--- config.mk ---
export PLATFORM = sky130hd
export DESIGN_NAME = lifo_stack_with_indexed_access
export DESIGN_NICKNAME = d
export VERILOG_FILES = /design/src/rtl/core/lsi_pkg.sv /design/src/rtl/core/lsi_ctrl.sv /design/src/rtl/core/lsi_dp.sv /design/src/rtl/core/lifo_stack_with_indexed_access.sv
export SDC_FILE = /design/constraint.sdc
export NUM_CORES = 1
export LEC_CHECK = 0
export ABC_CLOCK_PERIOD_IN_PS = 4650
export BUFFER_PORTS_ARGS = -buffer_cell sky130_fd_sc_hd__buf_2
export CELL_PAD_IN_SITES_DETAIL_PLACEMENT = 1
export CELL_PAD_IN_SITES_GLOBAL_PLACEMENT = 1
export CORE_AREA = 5 5 231 233
export DETAILED_ROUTE_END_ITERATION = 7
export DIE_AREA = 0 0 236 238
export MAX_ROUTING_LAYER = met4
export PLACE_DENSITY_LB_ADDON = 0.1
export SETUP_SLACK_MARGIN = 0.4
export SYNTH_ARGS = -nofsm -noshare
export SYNTH_HDL_FRONTEND = slang
export SYNTH_SLANG_ARGS = --single-unit
--- constraint.sdc ---
create_clock -name clk -period 4.65 [get_ports clk]
set_input_delay 0.465 -clock clk [delete_from_list [all_inputs] [get_ports clk]]
set_output_delay 0.465 -clock clk [all_outputs]
set_load 0.05 [all_outputs]
--- src/rtl/core/lsi_pkg.sv ---
// Shared types, codes and field widths for the indexed LIFO stack.
package lsi_pkg;

	localparam int CMD_W  = 3;
	localparam int WORD_W = 32;
	localparam int POS_W  = 5;
	localparam int STAT_W = 2;

	typedef logic [CMD_W-1:0]  cmd_t;
	typedef logic [STAT_W-1:0] stat_code_t;
	typedef logic signed [WORD_W-1:0] word_t;

	localparam cmd_t CMD_PUSH   = 3'd0;
	localparam cmd_t CMD_POP    = 3'd1;
	localparam cmd_t CMD_PEEK   = 3'd2;
	localparam cmd_t CMD_UPDATE = 3'd3;
	localparam cmd_t CMD_DUMP   = 3'd4;

	localparam stat_code_t STAT_OK       = 2'd0;
	localparam stat_code_t STAT_OVERFLOW = 2'd1;
	localparam stat_code_t STAT_EMPTY    = 2'd2;
	localparam stat_code_t STAT_BADPOS   = 2'd3;

	typedef enum logic [1:0] {
		ST_IDLE,
		ST_RESP,
		ST_DUMP
	} state_t;

	// Commands from the controller to the datapath.
	typedef struct packed {
		logic accept;
		logic load_resp;
		logic load_dump;
		logic dump_next;
	} ctrl_cmd_t;

	// Status from the datapath back to the controller.
	typedef struct packed {
		logic empty;
		logic ptr_zero;
		logic out_free;
	} dp_stat_t;

endpackage

--- src/rtl/core/lsi_ctrl.sv ---
// Controller state machine of the indexed LIFO stack.
module lsi_ctrl
	import lsi_pkg::*;
(
	input  logic      clk,
	input  logic      arst_n,
	input  logic      in_valid,
	input  cmd_t      cmd,
	input  dp_stat_t  stat,
	output logic      in_ready,
	output ctrl_cmd_t ctl
);

	state_t state_q, state_d;

	always_ff @(posedge clk or negedge arst_n) begin
		if (!arst_n) begin
			state_q <= ST_IDLE;
		end else begin
			state_q <= state_d;
		end
	end

	always_comb begin
		state_d       = state_q;
		in_ready      = 1'b0;
		ctl           = '0;
		case (state_q)
			ST_IDLE: begin
				in_ready   = 1'b1;
				ctl.accept = in_valid;
				if (in_valid) begin
					if (cmd == CMD_DUMP && !stat.empty) begin
						state_d = ST_DUMP;
					end else begin
						state_d = ST_RESP;
					end
				end
			end
			ST_RESP: begin
				if (stat.out_free) begin
					ctl.load_resp = 1'b1;
					state_d       = ST_IDLE;
				end
			end
			ST_DUMP: begin
				if (stat.out_free) begin
					ctl.load_dump = 1'b1;
					if (stat.ptr_zero) begin
						state_d = ST_IDLE;
					end else begin
						ctl.dump_next = 1'b1;
					end
				end
			end
			default: begin
				state_d = ST_IDLE;
			end
		endcase
	end

endmodule

--- src/rtl/core/lsi_dp.sv ---
// Datapath of the indexed LIFO stack: entry memory, count, output register.
module lsi_dp
	import lsi_pkg::*;
#(
	parameter int DEPTH = 16
) (
	input  logic       clk,
	input  logic       arst_n,
	input  ctrl_cmd_t  ctl,
	input  cmd_t       cmd,
	input  word_t      push_value,
	input  logic [POS_W-1:0] position,
	input  logic       out_ready,
	output dp_stat_t   stat,
	output logic       out_valid,
	output stat_code_t out_status,
	output word_t      out_data,
	output logic       out_last
);

	localparam int AW = (DEPTH > 1) ? $clog2(DEPTH) : 1;
	localparam int CW = $clog2(DEPTH + 1);
	localparam int XW = (CW > POS_W) ? CW : POS_W;

	word_t mem [DEPTH];
	word_t rdata_q;

	logic [CW-1:0] count_q, count_d;
	logic [AW-1:0] ptr_q;
	stat_code_t    status_q;
	logic          use_rd_q;
	logic          out_valid_q;
	stat_code_t    out_status_q;
	word_t         out_data_q;
	logic          out_last_q;

	logic          full, empty, pos_bad;
	logic [XW-1:0] pos_x, cnt_x;
	logic [AW-1:0] slot, top_slot;
	logic          we, re;
	logic [AW-1:0] waddr, raddr;
	stat_code_t    status_d;
	logic          use_rd_d;

	assign full     = (count_q == CW'(DEPTH));
	assign empty    = (count_q == '0);
	assign pos_x    = XW'(position);
	assign cnt_x    = XW'(count_q);
	assign pos_bad  = (pos_x == '0) || (pos_x > cnt_x);
	assign slot     = AW'(cnt_x - pos_x);
	assign top_slot = AW'(count_q - CW'(1));

	// Decode of the accepted command.
	always_comb begin
		we       = 1'b0;
		re       = 1'b0;
		waddr    = slot;
		raddr    = top_slot;
		count_d  = count_q;
		status_d = STAT_OK;
		use_rd_d = 1'b0;
		case (cmd)
			CMD_PUSH: begin
				if (full) begin
					status_d = STAT_OVERFLOW;
				end else begin
					we      = 1'b1;
					waddr   = AW'(count_q);
					count_d = count_q + CW'(1);
				end
			end
			CMD_POP: begin
				if (empty) begin
					status_d = STAT_EMPTY;
				end else begin
					re       = 1'b1;
					use_rd_d = 1'b1;
					count_d  = count_q - CW'(1);
				end
			end
			CMD_PEEK: begin
				if (pos_bad) begin
					status_d = STAT_BADPOS;
				end else begin
					re       = 1'b1;
					raddr    = slot;
					use_rd_d = 1'b1;
				end
			end
			CMD_UPDATE: begin
				if (pos_bad) begin
					status_d = STAT_BADPOS;
				end else begin
					we = 1'b1;
				end
			end
			CMD_DUMP: begin
				if (empty) begin
					status_d = STAT_EMPTY;
				end else begin
					re = 1'b1;
				end
			end
			default: begin
				status_d = STAT_OK;
			end
		endcase
		if (!ctl.accept) begin
			we      = 1'b0;
			re      = 1'b0;
			count_d = count_q;
		end
		if (ctl.dump_next) begin
			re    = 1'b1;
			raddr = ptr_q - AW'(1);
		end
	end

	// Entry memory with one write port and one registered read port.
	always_ff @(posedge clk) begin
		if (we) begin
			mem[waddr] <= push_value;
		end
		if (re) begin
			rdata_q <= mem[raddr];
		end
	end

	always_ff @(posedge clk or negedge arst_n) begin
		if (!arst_n) begin
			count_q     <= '0;
			out_valid_q <= 1'b0;
		end else begin
			count_q <= count_d;
			if (ctl.load_resp || ctl.load_dump) begin
				out_valid_q <= 1'b1;
			end else if (out_ready) begin
				out_valid_q <= 1'b0;
			end
		end
	end

	always_ff @(posedge clk) begin
		if (ctl.accept) begin
			status_q <= status_d;
			use_rd_q <= use_rd_d;
			ptr_q    <= top_slot;
		end else if (ctl.dump_next) begin
			ptr_q <= ptr_q - AW'(1);
		end
		if (ctl.load_resp) begin
			out_status_q <= status_q;
			out_data_q   <= use_rd_q ? rdata_q : '0;
			out_last_q   <= 1'b1;
		end else if (ctl.load_dump) begin
			out_status_q <= STAT_OK;
			out_data_q   <= rdata_q;
			out_last_q   <= (ptr_q == '0);
		end
	end

	assign stat.empty    = empty;
	assign stat.ptr_zero = (ptr_q == '0);
	assign stat.out_free = !out_valid_q || out_ready;

	assign out_valid  = out_valid_q;
	assign out_status = out_status_q;
	assign out_data   = out_data_q;
	assign out_last   = out_last_q;

	a_count_range: assert property (@(posedge clk) disable iff (!arst_n)
		count_q <= CW'(DEPTH))
		else $error("stack count exceeds depth");

	a_push_grows: assert property (@(posedge clk) disable iff (!arst_n)
		ctl.accept && cmd == CMD_PUSH && !full |=> count_q == $past(count_q) + CW'(1))
		else $error("accepted push did not grow the stack");

	a_dump_body_ok: assert property (@(posedge clk) disable iff (!arst_n)
		out_valid_q && !out_last_q |-> out_status_q == STAT_OK)
		else $error("non-final dump result carries an error status");

	a_no_load_when_busy: assert property (@(posedge clk) disable iff (!arst_n)
		out_valid_q && !out_ready |-> !(ctl.load_resp || ctl.load_dump))
		else $error("output register overwritten while stalled");

endmodule

--- src/rtl/core/lifo_stack_with_indexed_access.sv ---
// Top level of the fixed-depth LIFO stack with indexed peek, update and dump.
//
// Usage:
// Commands arrive on the slave stream (s_tvalid/s_tready/s_tdata); each item
// carries a command code, a value and a position. Results leave on the master
// stream (m_tvalid/m_tready/m_tdata/m_tlast) as status plus data, with tlast
// marking the final result of a command.
// Push, pop, peek, update and unused codes give one result each. A dump of a
// non-empty stack gives one result per stored entry, top entry first.
// Order: an accepted item has its status registered and, where it reads the
// stack, its entry read; its result is then loaded into the output register
// from the response state, and the input takes no new item until that load
// is done. A dump loads one result per stored entry, each read before it is
// loaded. This order comes from the registered read port of the entry memory,
// whose word must be read before it can be loaded into the output register.
// When the receiver stalls, the result is held in the output register. The
// controller still takes one more item and keeps its result waiting; no item
// after that is taken until the held result has moved on.
// Reset clears the entry count and the output valid; entry contents are left
// as they were and are only ever read after being written by a push.
module lifo_stack_with_indexed_access
	import lsi_pkg::*;
#(
	parameter int DEPTH = 16
) (
	input  logic        clk,
	input  logic        arst_n,
	input  logic        s_tvalid,
	output logic        s_tready,
	// From bit 0: cmd[2:0], push_value[34:3], position[39:35].
	input  logic [39:0] s_tdata,
	output logic        m_tvalid,
	input  logic        m_tready,
	// From bit 0: status[1:0], data[33:2], zero padding[39:34].
	output logic [39:0] m_tdata,
	output logic        m_tlast
);

	ctrl_cmd_t  ctl;
	dp_stat_t   stat;
	cmd_t       cmd;
	word_t      push_value;
	logic [POS_W-1:0] position;
	stat_code_t out_status;
	word_t      out_data;

	// Unpack the command item.
	assign cmd        = s_tdata[CMD_W-1:0];
	assign push_value = s_tdata[CMD_W+WORD_W-1:CMD_W];
	assign position   = s_tdata[CMD_W+WORD_W+POS_W-1:CMD_W+WORD_W];

	lsi_ctrl u_ctrl (
		.clk      (clk),
		.arst_n   (arst_n),
		.in_valid (s_tvalid),
		.cmd      (cmd),
		.stat     (stat),
		.in_ready (s_tready),
		.ctl      (ctl)
	);

	lsi_dp #(
		.DEPTH (DEPTH)
	) u_dp (
		.clk        (clk),
		.arst_n     (arst_n),
		.ctl        (ctl),
		.cmd        (cmd),
		.push_value (push_value),
		.position   (position),
		.out_ready  (m_tready),
		.stat       (stat),
		.out_valid  (m_tvalid),
		.out_status (out_status),
		.out_data   (out_data),
		.out_last   (m_tlast)
	);

	// Pack the result item; the upper bits are zero padding to whole bytes.
	assign m_tdata = {6'd0, out_data, out_status};

endmodule
==> results.md <==
* Vias per cell at 5.65
* Final worst path period share at 86.6%
* Initial Utilization at 46.6%
* Final Power at 19,000 uW
* Mapped Cells at 1,706
* DRC at 0
* I/O pin cnt at 87
* EDFF count, synth at 585
* Core ar. at 51,000 um2
* CTS tree: built
* Sink Count at 594
* Net count, final at 1,863
* Register bit total from synthesis at 594
* Ys flop type: edfxtp_1
* Port Buffers at 80
* Unique masters post-synth at 51
* Post-synth top area share at 73.9%
* Routed Antenna Nets at 0
* Worst-case clock buffer depth at 3
* Crit start category: register
* Final WL at 63,900 um
* Number of fill cells at 4,987
* Row Count at 83
* Clk Tree Root Cell: clkbuf_16
* F_max at 248 MHz
* RSZ-0062 raised after global routing: true
* Gp weighted congestion at 0.795
* Minimum hold slack at 0.219 ns
* Largest net degree at the start of global routing at 110
* Critical path startpoint: u_dp.cnt_x[0]
* Synth Area per Inst at 13.9 um2
* PD cells at 698 nW/um2
* H-tree depth at 2
* DR iter-0 viols at 987
* CP Capture Type: register
* First-pass GRT wire length at 95,600 um
* Max-slew violation count at 0
* Setup violators final at 0
* Layout Utilization at 53.4%
* Slew of the pin with the lowest slew margin at 0.738 ns
* Mapped Area at 23,800 um2
* Dominant cell type by area after synthesis: edfxtp_1
* Worst-path maximum fanout at 21
* Worst hold path type: input pin to register
* CP required at 4.95 ns
* Sum Neg Setup Slack at 0 ns
* Synth-to-Final Area Change at 14.6%
* Critical path destination: u_dp.mem[7][2]
* Initial antenna violation count at 2
* Total track usage at 23.1%
* Status: finished clean
* Peak VDD IR at 0.753 mV
* Flop2flop setup slack at 0.62 ns
* Worst r2r path cells at 10
* Worst-path clk slew at 0.06 ns
* Synth warn at 0
* Grt total ovfl at 0
* FF-to-FF End: u_dp.mem[7][2]
* Max Cap Viol at 0
* Die X-Extent at 236 um
* Min Tclk post-route at 4.03 ns
* Vias in the first global route at 15.0k
* Post-synthesis sequential area ratio at 74.8%
* Final hold viol count at 0
* Arrival time worst endpoint at 4.33 ns
* Commonest non-fill, non-tap cell in the layout: edfxtp_1
* First-pass iteration count of the detailed router at 4
* Critical path class: register to register
* Async set or reset register ratio after synthesis at 1.35%
* Post-DP HPWL at 35,100 um
* Most frequent cells in the layout: edfxtp_1, nand2_1, nand3_1
* Clk Latency, worst-skew pair at 0.62 ns
* DR vias at 14.3k
* WL/cell at 25.2 um
* Slew Limit Headroom at 50.6%
* Leak Pwr at 0.00971 uW
* Die area at 56,200 um2
* RR Startpoint: u_dp.cnt_x[0]
* Ranking of synthesized cells by area: edfxtp_1, nand2_1, mux2i_1, nand3_1, a32oi_1
* Die Ht at 238 um
* Total CTS buffers at 61
* Clock Skews at 0.0162 ns
* Layout cells sized above 1 at 13.3%
flip-flops by register name, indices dropped and copies added, names as in the netlist:
register,count
u_dp.out_data,32
u_dp.out_last,1
u_dp.cnt_x,5
u_dp.out_status,2
u_dp.mem,512
u_dp.use_rd_q,1
u_ctrl.state_q,2
u_dp.status_q,2
u_dp.ptr_q,4
u_dp.rdata_q,32
u_dp.out_valid,1
repair_timing:
item | 4_1_cts | 5_1_grt
buffers inserted | 0 | 0
endpoints found under the setup margin | 0 | 3
resized for setup | 0 | 2
hold endpoints to repair | 8 | 0
hold buffers | 1 | 0
how the worst min path moves through the flow:
stage	from	endpoint	slack [ns]	cells after the start
2_1_floorplan	arst_n	u_ctrl.state_q[0]	0.17	0
3_3_place_gp	arst_n	u_dp.cnt_x[2]	0.32	1
3_5_place_dp	arst_n	u_dp.cnt_x[2]	0.33	1
4_1_cts	s_tdata[16]	u_dp.mem[10][13]	0.18	1
5_1_grt	s_tdata[16]	u_dp.mem[12][13]	0.21	1
6_report	s_tdata[16]	u_dp.mem[15][13]	0.22	1
worst max-delay path: stages (launching register included):
cell and delay [ns]:
dfrtp_1 0.55, inv_1 0.21, ha_1 0.24, nand2_1 0.11
nor2_1 0.08, or4_1 0.62, mux2i_1 0.28, nor4b_1 0.38
nand2_1 0.35, nor2_4 0.55, buf_12 0.29
layer usage:
metal,part of all wire [%],GRT usage (%),vias up
li1,-,-,6462
met4,2.0,5.82,0
met3,3.7,3.01,89
met1,44,30.2,7457
met5,0,-,-
met2,50,38.8,310
layout make-up:
class / instances / area, um2 / share of cell area (%)
diodes: 1 / 2.50 / 0.00919
well taps: 680 / 851 / 3.12
inverters: 17 / 63.8 / 0.234
clock buffers: 71 / 1590 / 5.82
multi-input cells: 999 / 5600 / 20.5
repair buffers: 133 / 1050 / 3.84
flip-flops and latches: 594 / 17800 / 65.3
clock inverters: 39 / 312 / 1.14
power by group:
part,internal [uW],switching [uW]
logic,2420,5170
clock network,2650,2050
registers,6550,180
total,11600,7390
kinds of logic (layout without fill, tap and decap cells):
family | Yosys count | after routing | synth area share [%]
XOR/XNOR | 12 | 12 | 0.442
AND/OR/NAND/NOR | 761 | 761 | 13.7
other | 1 | 7 | 0.0158
flip-flops | 594 | 594 | 74.8
multiplexers | 101 | 101 | 4.25
adder cells (fa/ha/maj) | 13 | 13 | 0.716
AO/OA/AOI/OAI | 106 | 106 | 3.48
buffers and inverters | 118 | 260 | 2.54
Yosys cell counts, types with 2 or more instances:
library cell / instances
o21bai_1: 2
nand2_1: 462
nand3_1: 195
nand4_1: 3
buf_6: 6
buf_2: 54
nor3b_1: 2
mux2i_1: 101
a32oi_1: 32
ha_1: 12
inv_1: 16
a31oi_1: 7
o21ai_0: 9
edfxtp_1: 585
clkbuf_1: 27
and3_1: 3
o221ai_1: 32
buf_4: 13
nand2b_1: 2
nor2_1: 40
xor2_1: 2
dfrtp_1: 8
o211ai_1: 2
or4_1: 2
a211o_1: 2
nor2b_1: 36
xnor2_1: 10
nor3_1: 8
a21oi_1: 11
metrics by stage:
stage	cells	cell area [um2]	worst slack, ns
2_1_floorplan	1711	23800	0.658
3_3_place_gp	2422	25300	0.695
3_5_place_dp	2422	25300	0.600
4_1_cts	2533	27200	0.602
5_1_grt	2534	27200	0.366
6_report	2534	27200	0.625
(Power assumes the default switching activity.)
